<file path="config.mk">
export PLATFORM = sky130hd
export DESIGN_NAME = segment_allocator_best_worst_fit_core
export DESIGN_NICKNAME = d
export VERILOG_FILES = /design/src/rtl/sabwf_pkg.sv /design/src/rtl/sabwf_table.sv /design/src/rtl/segment_allocator_best_worst_fit_core.sv
export VERILOG_INCLUDE_DIRS = /design/src /design/src/rtl
export SDC_FILE = /design/constraint.sdc
export NUM_CORES = 2
export LEC_CHECK = 0
export ABC_AREA = 1
export BUFFER_PORTS_ARGS = -buffer_cell sky130_fd_sc_hd__buf_2
export CORE_UTILIZATION = 59
export CTS_CLUSTER_DIAMETER = 100
export DETAILED_ROUTE_END_ITERATION = 6
export PLACE_DENSITY_LB_ADDON = 0.3
export RECOVER_POWER = 50
export SLEW_MARGIN = 20
export SYNTH_ARGS = -nofsm -noshare
export SYNTH_HDL_FRONTEND = slang
export SYNTH_SLANG_ARGS = --single-unit
</file>
<file path="constraint.sdc">
create_clock -name clk -period 6.2 [get_ports clk]
set_input_delay 1.24 -clock clk [delete_from_list [all_inputs] [get_ports clk]]
set_output_delay 1.24 -clock clk [all_outputs]
set_load 0.02 [all_outputs]
</file>
<file path="src/rtl/segment_allocator_best_worst_fit_core_assert.svh">
// ----------------------------------------------------------------------------
// Assertion macros for the segment allocator
// Shorthand for clocked checks held off during reset.
// ----------------------------------------------------------------------------
`ifndef SEGMENT_ALLOCATOR_BEST_WORST_FIT_CORE_ASSERT_SVH
`define SEGMENT_ALLOCATOR_BEST_WORST_FIT_CORE_ASSERT_SVH

// check that a condition holds whenever the antecedent holds
`define SABWF_ASSERT_SAME(label, ante, cons, msg) \
  label: assert property (@(posedge clk) disable iff (rst) (ante) |-> (cons)) \
    else $error(msg);

// check that a condition holds in the cycle after the antecedent
`define SABWF_ASSERT_NEXT(label, ante, cons, msg) \
  label: assert property (@(posedge clk) disable iff (rst) (ante) |=> (cons)) \
    else $error(msg);

`endif

</file>
<file path="src/rtl/sabwf_pkg.sv">
// ----------------------------------------------------------------------------
// sabwf_pkg
// Command, status and sequencer state codes of the segment allocator.
// ----------------------------------------------------------------------------
package sabwf_pkg;

  localparam int OWNER_W = 24;
  localparam int SIZE_W  = 16;

  typedef enum logic [1:0] {
    CMD_ALLOC = 2'd0,
    CMD_FREE  = 2'd1,
    CMD_INIT  = 2'd2,
    CMD_NONE  = 2'd3
  } cmd_t;

  typedef enum logic [1:0] {
    ST_OK       = 2'd0,
    ST_NOFIT    = 2'd1,
    ST_NOTFOUND = 2'd2,
    ST_FULL     = 2'd3
  } status_t;

  typedef enum logic [3:0] {
    S_IDLE,
    S_SCAN,
    S_EXACT,
    S_UP,
    S_LO,
    S_HI,
    S_FRD,
    S_FNX,
    S_MERGE,
    S_DN,
    S_DONE
  } state_t;

endpackage

</file>
<file path="src/rtl/sabwf_table.sv">
// ----------------------------------------------------------------------------
// sabwf_table
// Segment table store: one write port, one registered read port.
// ----------------------------------------------------------------------------
module sabwf_table import sabwf_pkg::*; #(
  parameter int DEPTH = 16,
  parameter int WIDTH = 57
) (
  input  logic                     clk,
  input  logic                     we,
  input  logic [$clog2(DEPTH)-1:0] waddr,
  input  logic [WIDTH-1:0]         wdata,
  input  logic [$clog2(DEPTH)-1:0] raddr,
  output logic [WIDTH-1:0]         rdata
);

  logic [WIDTH-1:0] mem [DEPTH];

  always_ff @(posedge clk) begin
    if (we) begin
      mem[waddr] <= wdata;
    end
  end

  always_ff @(posedge clk) begin
    rdata <= mem[raddr];
  end

endmodule

</file>
<file path="src/rtl/segment_allocator_best_worst_fit_core.sv">
// ----------------------------------------------------------------------------
// segment_allocator_best_worst_fit_core
// Best-fit / worst-fit segment allocator over an address-ordered table.
// ----------------------------------------------------------------------------
// Requests enter on s_* (tuser = command, tdata = owner id and size); one result per
// request leaves on m_* (tuser = status). One request at a time: a small sequencer walks
// the table through one registered read port and one write port, one entry per cycle.
// Init, an unused command and trivial rejects go straight to the done state. Allocate
// scans the table (stopping early when best fit meets an exact fit), then marks an
// exact fit used in place, rejects a split when the table is full, or shifts the later
// entries up and writes both halves of the split; then it loads the result. Free scans
// for the owner, merges it with free neighbours, shifts the later entries down to close
// the gap and loads the result.
// The result sits in an output register and s_tready returns the cycle after it is
// loaded, so a new request may be taken while it waits. A stalled receiver holds the
// core in its done state until the output register frees up.
// Reset empties the table (entries are not cleared) and sets best fit, memory_size 65535.
// Config writes act at any edge; issue them only while no request is in flight.
// ----------------------------------------------------------------------------
module segment_allocator_best_worst_fit_core import sabwf_pkg::*; #(
  parameter int MAX_SEGMENTS = 16,
  parameter int ADDR_WIDTH   = 16
) (
  input  logic        clk,
  input  logic        rst,
  input  logic        s_tvalid,
  output logic        s_tready,
  input  logic [39:0] s_tdata,   // [23:0] process_id, [39:24] request_size
  input  logic [1:0]  s_tuser,   // [1:0] cmd
  output logic        m_tvalid,
  input  logic        m_tready,
  output logic [31:0] m_tdata,   // [15:0] alloc_start, [31:16] remaining
  output logic [1:0]  m_tuser,   // [1:0] status
  input  logic        cfg_we,
  input  logic        cfg_index,
  input  logic [15:0] cfg_data
);

  localparam int AW   = ADDR_WIDTH;
  localparam int IW   = $clog2(MAX_SEGMENTS);
  localparam int NW   = $clog2(MAX_SEGMENTS + 1);
  localparam int CW   = (AW > SIZE_W) ? AW : SIZE_W;
  localparam int EW   = 1 + OWNER_W + 2 * AW;
  localparam logic [NW-1:0] MAXN = NW'(MAX_SEGMENTS);

  // config registers
  logic               fit_policy;
  logic [SIZE_W-1:0]  memory_size;

  state_t state, state_next;

  // request
  cmd_t                cmd;
  logic [OWNER_W-1:0]  pid;
  logic [SIZE_W-1:0]   req_size;

  // sequencer
  logic [NW-1:0] count;
  logic [NW-1:0] j;
  logic [NW-1:0] rq_idx;
  logic          rdv;
  logic          found;
  logic          stop;

  // alloc choice
  logic [IW-1:0] pick;
  logic [AW-1:0] best;
  logic [AW-1:0] pick_base;

  // free merge
  logic [IW-1:0] hit;
  logic [AW-1:0] hit_base;
  logic [AW-1:0] merge;
  logic          prev_used;
  logic [AW-1:0] prev_base;
  logic [AW-1:0] prev_len;
  logic          next_free;
  logic [1:0]    shift_d;

  // pending result and output register
  status_t             res_status;
  logic [SIZE_W-1:0]   res_start;
  logic [SIZE_W-1:0]   res_rem;
  status_t             out_status;
  logic [SIZE_W-1:0]   out_start;
  logic [SIZE_W-1:0]   out_rem;

  // table port
  logic          rd_en;
  logic [IW-1:0] rd_idx;
  logic          wr_en;
  logic [IW-1:0] wr_idx;
  logic [EW-1:0] wr_data;
  logic [EW-1:0] rd_data;

  logic               rd_used;
  logic [OWNER_W-1:0] rd_owner;
  logic [AW-1:0]      rd_base;
  logic [AW-1:0]      rd_len;

  logic          acc;
  logic          cand;
  logic [AW-1:0] rmd;
  logic          scan_end;
  logic          pf;
  logic [1:0]    mg_d;
  logic [NW-1:0] mg_dst;
  logic          out_free;

  sabwf_table #(
    .DEPTH (MAX_SEGMENTS),
    .WIDTH (EW)
  ) u_table (
    .clk   (clk),
    .we    (wr_en),
    .waddr (wr_idx),
    .wdata (wr_data),
    .raddr (rd_idx),
    .rdata (rd_data)
  );

  assign {rd_used, rd_owner, rd_base, rd_len} = rd_data;

  assign s_tready = (state == S_IDLE);
  assign acc      = s_tvalid && s_tready;
  assign out_free = !m_tvalid || m_tready;

  // fit test on the entry just read
  assign cand = !rd_used && (CW'(rd_len) >= CW'(req_size));
  assign rmd  = AW'(CW'(rd_len) - CW'(req_size));

  assign scan_end = stop || ((j == count) && !rdv);

  // free: merge with left and right holes, drop none, one or two entries
  assign pf     = (hit != '0) && !prev_used;
  assign mg_d   = {1'b0, pf} + {1'b0, next_free};
  assign mg_dst = pf ? NW'(hit) : NW'(hit) + NW'(1);

  assign m_tuser = out_status;
  assign m_tdata = {out_rem, out_start};

  // config
  always_ff @(posedge clk) begin
    if (rst) begin
      fit_policy  <= 1'b0;
      memory_size <= 16'hFFFF;
    end else if (cfg_we) begin
      if (cfg_index) begin
        memory_size <= cfg_data;
      end else begin
        fit_policy <= cfg_data[0];
      end
    end
  end

  // next state
  always_comb begin
    state_next = state;
    case (state)
      S_IDLE: begin
        if (acc) begin
          case (cmd_t'(s_tuser))
            CMD_ALLOC: begin
              if (s_tdata[39:24] == '0 || s_tdata[23:0] == '0 || count == '0) begin
                state_next = S_DONE;
              end else begin
                state_next = S_SCAN;
              end
            end
            CMD_FREE: begin
              state_next = (s_tdata[23:0] == '0) ? S_DONE : S_SCAN;
            end
            default: state_next = S_DONE;
          endcase
        end
      end
      S_SCAN: begin
        if (scan_end) begin
          if (!found) begin
            state_next = S_DONE;
          end else if (cmd == CMD_ALLOC) begin
            if (best == '0) begin
              state_next = S_EXACT;
            end else if (count == MAXN) begin
              state_next = S_DONE;
            end else if (count - NW'(1) > NW'(pick)) begin
              state_next = S_UP;
            end else begin
              state_next = S_LO;
            end
          end else if (NW'(hit) + NW'(1) < count) begin
            state_next = S_FRD;
          end else begin
            state_next = S_MERGE;
          end
        end
      end
      S_EXACT: state_next = S_DONE;
      S_UP: begin
        if (!(j > NW'(pick)) && !rdv) begin
          state_next = S_LO;
        end
      end
      S_LO:  state_next = S_HI;
      S_HI:  state_next = S_DONE;
      S_FRD: state_next = S_FNX;
      S_FNX: state_next = S_MERGE;
      S_MERGE: begin
        state_next = (mg_d == 2'd0) ? S_DONE : S_DN;
      end
      S_DN: begin
        if (!(j < count) && !rdv) begin
          state_next = S_DONE;
        end
      end
      S_DONE: begin
        if (out_free) begin
          state_next = S_IDLE;
        end
      end
      default: state_next = S_IDLE;
    endcase
  end

  // table port control
  always_comb begin
    rd_en   = 1'b0;
    rd_idx  = j[IW-1:0];
    wr_en   = 1'b0;
    wr_idx  = '0;
    wr_data = '0;
    case (state)
      S_IDLE: begin
        wr_en   = acc && (cmd_t'(s_tuser) == CMD_INIT);
        wr_data = {1'b0, OWNER_W'(0), AW'(0), AW'(memory_size)};
      end
      S_SCAN: begin
        rd_en = (j < count) && !stop;
      end
      S_EXACT: begin
        wr_en   = 1'b1;
        wr_idx  = pick;
        wr_data = {1'b1, pid, pick_base, AW'(req_size)};
      end
      S_UP: begin
        rd_en   = j > NW'(pick);
        wr_en   = rdv;
        wr_idx  = IW'(rq_idx + NW'(1));
        wr_data = rd_data;
      end
      S_LO: begin
        wr_en   = 1'b1;
        wr_idx  = pick;
        wr_data = {1'b0, OWNER_W'(0), pick_base, best};
      end
      S_HI: begin
        wr_en   = 1'b1;
        wr_idx  = IW'(NW'(pick) + NW'(1));
        wr_data = {1'b1, pid, AW'(pick_base + best), AW'(req_size)};
      end
      S_FRD: begin
        rd_en  = 1'b1;
        rd_idx = IW'(NW'(hit) + NW'(1));
      end
      S_MERGE: begin
        wr_en = 1'b1;
        if (pf) begin
          wr_idx  = hit - IW'(1);
          wr_data = {1'b0, OWNER_W'(0), prev_base, AW'(prev_len + merge)};
        end else begin
          wr_idx  = hit;
          wr_data = {1'b0, OWNER_W'(0), hit_base, merge};
        end
      end
      S_DN: begin
        rd_en   = j < count;
        wr_en   = rdv;
        wr_idx  = IW'(rq_idx - NW'(shift_d));
        wr_data = rd_data;
      end
      default: ;
    endcase
  end

  // control state
  always_ff @(posedge clk) begin
    if (rst) begin
      state    <= S_IDLE;
      count    <= '0;
      rdv      <= 1'b0;
      m_tvalid <= 1'b0;
    end else begin
      state <= state_next;
      rdv   <= rd_en && (state_next == state);
      if (acc && cmd_t'(s_tuser) == CMD_INIT) begin
        count <= NW'(1);
      end
      if (state == S_HI) begin
        count <= count + NW'(1);
      end
      if (state == S_DN && state_next == S_DONE) begin
        count <= count - NW'(shift_d);
      end
      if (state == S_DONE && out_free) begin
        m_tvalid <= 1'b1;
      end else if (m_tready) begin
        m_tvalid <= 1'b0;
      end
    end
  end

  // datapath
  always_ff @(posedge clk) begin
    if (rd_en) begin
      rq_idx <= j;
    end
    case (state)
      S_IDLE: begin
        cmd       <= cmd_t'(s_tuser);
        pid       <= s_tdata[23:0];
        req_size  <= s_tdata[39:24];
        j         <= '0;
        found     <= 1'b0;
        stop      <= 1'b0;
        next_free <= 1'b0;
        prev_used <= 1'b1;
        res_start <= '0;
        res_rem   <= '0;
        case (cmd_t'(s_tuser))
          CMD_ALLOC: res_status <= ST_NOFIT;
          CMD_FREE:  res_status <= ST_NOTFOUND;
          default:   res_status <= ST_OK;
        endcase
      end
      S_SCAN: begin
        if (rd_en) begin
          j <= j + NW'(1);
        end
        if (rdv && !stop) begin
          if (cmd == CMD_ALLOC) begin
            if (cand) begin
              if (!fit_policy && rmd == '0) begin
                pick      <= IW'(rq_idx);
                best      <= '0;
                pick_base <= rd_base;
                found     <= 1'b1;
                stop      <= 1'b1;
              end else if (!found || (!fit_policy && rmd < best) ||
                           (fit_policy && rmd > best)) begin
                pick      <= IW'(rq_idx);
                best      <= rmd;
                pick_base <= rd_base;
                found     <= 1'b1;
              end
            end
          end else begin
            if (rd_used && rd_owner == pid) begin
              hit      <= IW'(rq_idx);
              hit_base <= rd_base;
              merge    <= rd_len;
              found    <= 1'b1;
              stop     <= 1'b1;
            end else begin
              prev_used <= rd_used;
              prev_base <= rd_base;
              prev_len  <= rd_len;
            end
          end
        end
        if (scan_end) begin
          j <= count - NW'(1);
          if (found && cmd == CMD_ALLOC && best != '0 && count == MAXN) begin
            res_status <= ST_FULL;
          end
        end
      end
      S_EXACT: begin
        res_status <= ST_OK;
        res_start  <= SIZE_W'(pick_base);
      end
      S_UP: begin
        if (rd_en) begin
          j <= j - NW'(1);
        end
      end
      S_HI: begin
        res_status <= ST_OK;
        res_start  <= SIZE_W'(AW'(pick_base + best));
        res_rem    <= SIZE_W'(best);
      end
      S_FNX: begin
        next_free <= !rd_used;
        if (!rd_used) begin
          merge <= AW'(merge + rd_len);
        end
      end
      S_MERGE: begin
        res_status <= ST_OK;
        j          <= mg_dst + NW'(mg_d);
        shift_d    <= mg_d;
      end
      S_DN: begin
        if (rd_en) begin
          j <= j + NW'(1);
        end
      end
      S_DONE: begin
        if (out_free) begin
          out_status <= res_status;
          out_start  <= res_start;
          out_rem    <= res_rem;
        end
      end
      default: ;
    endcase
  end

  `include "segment_allocator_best_worst_fit_core_assert.svh"

  `SABWF_ASSERT_SAME(a_count_bound, 1'b1, count <= MAXN, "segment count above table depth")
  `SABWF_ASSERT_SAME(a_read_in_table, rdv, rq_idx < count, "table read beyond count")
  `SABWF_ASSERT_NEXT(a_init_count, acc && cmd_t'(s_tuser) == CMD_INIT, count == NW'(1), "init did not leave one segment")
  `SABWF_ASSERT_SAME(a_ready_idle, s_tready, !rdv && !wr_en || acc, "table busy while ready")

endmodule

</file>
==> reports/qor.txt <==
mean cell area of the mapped netlist: 11.9 um^2
post-synthesis compound-gate area fraction: 0.129
final instance area: 58,000 um^2
count of flip-flops with a built-in enable after synthesis: 1,141
number of warnings issued by yosys: 0
remaining global-route overflow: 0
proportion of power drawn by the clock network: 0.248
clock latency on the worst-skew pair: 0.73 ns
number of nets in the layout: 4,638
standard-cell rows: 108
net count of the mapped netlist: 4,568
cell with the most instances on the worst path: sky130_fd_sc_hd__inv_1
Max Clock Skew: 0.0808 ns
outcome: complete, but fails checks
count of final hold-check violations: 0
number of port buffers: 99
net switching fraction of the power: 0.376
worst-path fanout max: 29
Initial Utilization: 0.598
cell count after synthesis: 4,387
upper clock frequency limit: 183 MHz
clock root buffer: sky130_fd_sc_hd__clkbuf_16
post-synthesis share of cell area spent on and, or, nand and nor gates: 0.109
number of global-route vias before repair: 34,814
net switching power: 11,400 uW
worst ir drop on vdd: 0.455 mV
area after detailed placement: 54,200 um^2
non-filler cells, final: 5,713
synth-to-layout area growth: 11.2%
WHS: 0.413 ns
weighted congestion reported at the end of routability-driven placement: 0.947
combinational fraction of design power: 0.341
via count: 36,144
Post-Synth XOR/XNOR Area: 0.00588
Worst setup startpoint: state[0]
kind of critical path: reg -> reg
headroom to the max-slew limit: -0.993
register bit total from synthesis: 1,226
fill cell instance count of the final layout: 6,318
post-detailed-route via-to-cell ratio: 6.33
total count of max-transition violations in the final report: 388
failing checks: max-capacitance violations, max-slew violations
number of antenna violations at the first check in global routing: 7
top flip-flop cell by instance count after synthesis: sky130_fd_sc_hd__edfxtp_1
slew at the pin closest to its max-slew limit: 2.98 ns
# hold bufs at CTS: 0
worst flop-to-flop path endpoint: u_table.mem[11][37]
deepest level of the CTS H-tree: 3
startpoint kind of the worst setup timing path: flop
sum of negative setup slack: 0 ns
die area: 89,600 um^2
Post-synth ARST share: 0
fraction of final layout cells with drive strength greater than 1: 0.0700
maximum clock path buffer count: 3
number of placed cells counting well taps: 5,492
largest register by flop count: u_table.mem
wire length of the first global-routing pass: 206,000 um
sequential cell area fraction in the yosys report: 0.690
static leakage power: 0.0206 uW
largest registers in the final layout: u_table.mem (912), u_table.rdata (57), pid (24)
final setup vio count: 0
TritonCTS clock tree: built
Core Region: 87,200 um^2
number of flip-flops under the largest register name: 912
count of TritonRoute iterations in the first routing pass: 6
Gates resized, CTS repair: 0
clk sink count: 1,226
vertical die dimension: 299 um
critical-path cell list: inv_1, nor2_1, nand2_1, inv_1, nor2_2, clkbuf_1, inv_1, clkbuf_1, nand2_1, o21ai_0, buf_4
sequential cell fraction of total power: 0.411
time the worst path needs with I/O delays and setup: 5.46 ns
clock slew at the register clock pins of the worst setup and hold paths: 0.06 ns
Routed WL: 138,000 um
final worst setup slack: 0.740 ns
kind of end point of the critical path: flop
DRC violations left: 0
Worst R2R Start: state[0]
Hold WC Path Type: reg -> reg
worst reg-to-reg path cell count: 11
multiplexer area fraction after synthesis: 0
setup repair after global routing missed its margin: false
pre-CTS setup slack: 1.55 ns
HP Start: res_rem[13]
post-DR wirelength/cell: 24.1 um
Cell Int Power: 18,900 uW
Die Width: 299 um
CP Data Arrival Time: 5.92 ns
data required time at the worst endpoint: 6.66 ns
number of clock buffers inserted by TritonCTS: 116
most frequent standard cell in the layout excluding fill and tap cells: sky130_fd_sc_hd__edfxtp_1
drt first-iter violations: 4,298
largest stage delay on the critical path: 1.28 ns
DRT antenna net count: 0
max-cap violation count: 7
largest family of logic cells by synthesized area: compound AO/OA/AOI/OAI gates
top library cells by usage in the layout, fill and taps aside: sky130_fd_sc_hd__edfxtp_1, sky130_fd_sc_hd__nor2_1, sky130_fd_sc_hd__o21ai_0, sky130_fd_sc_hd__nand2_1, sky130_fd_sc_hd__inv_1
placed wire-length estimate after detailed placement: 81,100 um
final clock period utilization by the worst path: 0.881
cell type of the slowest stage on the worst timing path: sky130_fd_sc_hd__clkbuf_1
worst-case register-to-register setup slack: 0.74 ns
overall routing resource usage: 0.304
P per Cell Area: 522 nW/um^2
total I/O pin count: 100
adder and majority gate portion of the synthesized area: 0.0291
Post CTS Setup Buffer Count: 0
post-synthesis cell area: 52,100 um^2
endpoint of the most critical setup path: u_table.mem[11][37]
largest net degree at the start of global routing: 229
Cell variety after synth: 53
number of diodes: 0
-- power groups by stage --
stage               sequential, uW  clock, uW  combinational, uW
detailed placement           12600          0              10200
global route                 12500       7890              11200
CTS                          12400       7570              10200
floorplan                    12400          0               6510
global placement             12500          0               9890
finish                       12500       7520              10300
-- layout make-up --
| class | instances | area (um^2) | share of cell area |
|---|---|---|---|
| multi-input combinational | 2651 | 14300 | 0.247 |
| tap | 1155 | 1450 | 0.0249 |
| sequential | 1226 | 36000 | 0.620 |
| timing repair buffer | 181 | 1070 | 0.0185 |
| clock buffer | 159 | 3270 | 0.0563 |
| clock inverter | 60 | 841 | 0.0145 |
| inverter | 281 | 1070 | 0.0185 |
-- cells in the mapped netlist, types with 15 or more instances --
| library cell | instances | share of area |
|---|---|---|
| sky130_fd_sc_hd__a21oi_1 | 93 | 0.0089 |
| sky130_fd_sc_hd__a221oi_1 | 15 | 0.0025 |
| sky130_fd_sc_hd__buf_2 | 27 | 0.0026 |
| sky130_fd_sc_hd__clkbuf_1 | 189 | 0.014 |
| sky130_fd_sc_hd__dfxtp_1 | 85 | 0.033 |
| sky130_fd_sc_hd__edfxtp_1 | 1141 | 0.66 |
| sky130_fd_sc_hd__ha_1 | 110 | 0.026 |
| sky130_fd_sc_hd__inv_1 | 276 | 0.020 |
| sky130_fd_sc_hd__nand2_1 | 486 | 0.035 |
| sky130_fd_sc_hd__nand3_1 | 156 | 0.015 |
| sky130_fd_sc_hd__nand4_1 | 37 | 0.0044 |
| sky130_fd_sc_hd__nor2_1 | 654 | 0.047 |
| sky130_fd_sc_hd__nor3_1 | 21 | 0.0020 |
| sky130_fd_sc_hd__o211ai_1 | 86 | 0.012 |
| sky130_fd_sc_hd__o21ai_0 | 560 | 0.054 |
| sky130_fd_sc_hd__o21ai_1 | 21 | 0.0020 |
| sky130_fd_sc_hd__o221ai_1 | 158 | 0.027 |
| sky130_fd_sc_hd__o22ai_1 | 100 | 0.012 |
| sky130_fd_sc_hd__or2_2 | 17 | 0.0020 |
| sky130_fd_sc_hd__xor2_1 | 26 | 0.0044 |
-- layer usage --
| layer | vias to the layer above | wire (um) | GRT usage |
|---|---|---|---|
| met3 | 364 | 13500 | 0.0494 |
| met5 | - | 0 | 0 |
| met4 | 0 | 5340 | 0.119 |
| met1 | 17519 | 53800 | 0.417 |
| met2 | 2044 | 65200 | 0.491 |
| li1 | 16217 | - | - |
-- kinds of logic (layout without fill, tap and decap cells) --
kind of cell / after synthesis / count (layout)
AND/OR/NAND/NOR: 1393 / 1393
flip-flops: 1226 / 1226
AO/OA/AOI/OAI: 1106 / 1106
buffers and inverters: 510 / 681
adder cells (fa/ha/maj): 117 / 117
XOR/XNOR: 35 / 35
-- how the worst min path moves through the flow --
stage | to | slack [ns] | cells after the start
2_1_floorplan | m_tuser[0] | 0.40 | 0
3_3_place_gp | out_start[4] | 0.40 | 0
3_5_place_dp | m_tuser[0] | 0.40 | 0
4_1_cts | out_rem[13] | 0.41 | 0
5_1_grt | out_rem[13] | 0.42 | 0
6_report | out_rem[13] | 0.41 | 0
-- critical path: cells and delay by family, from the launching register on --
kind | cells | cell delay, ns
flip-flops | 1 | 0.36
AO/OA/AOI/OAI | 1 | 0.34
buffers and inverters | 6 | 3.77
AND/OR/NAND/NOR | 4 | 0.73
-- stage by stage --
| step | power [uW] | utilization |
|---|---|---|
| detailed placement | 22700 | 0.621 |
| finish | 30300 | 0.665 |
| global route | 31700 | 0.665 |
| global placement | 22400 | 0.621 |
| CTS | 30200 | 0.669 |
| floorplan | 18900 | - |
(Power assumes the default switching activity.)
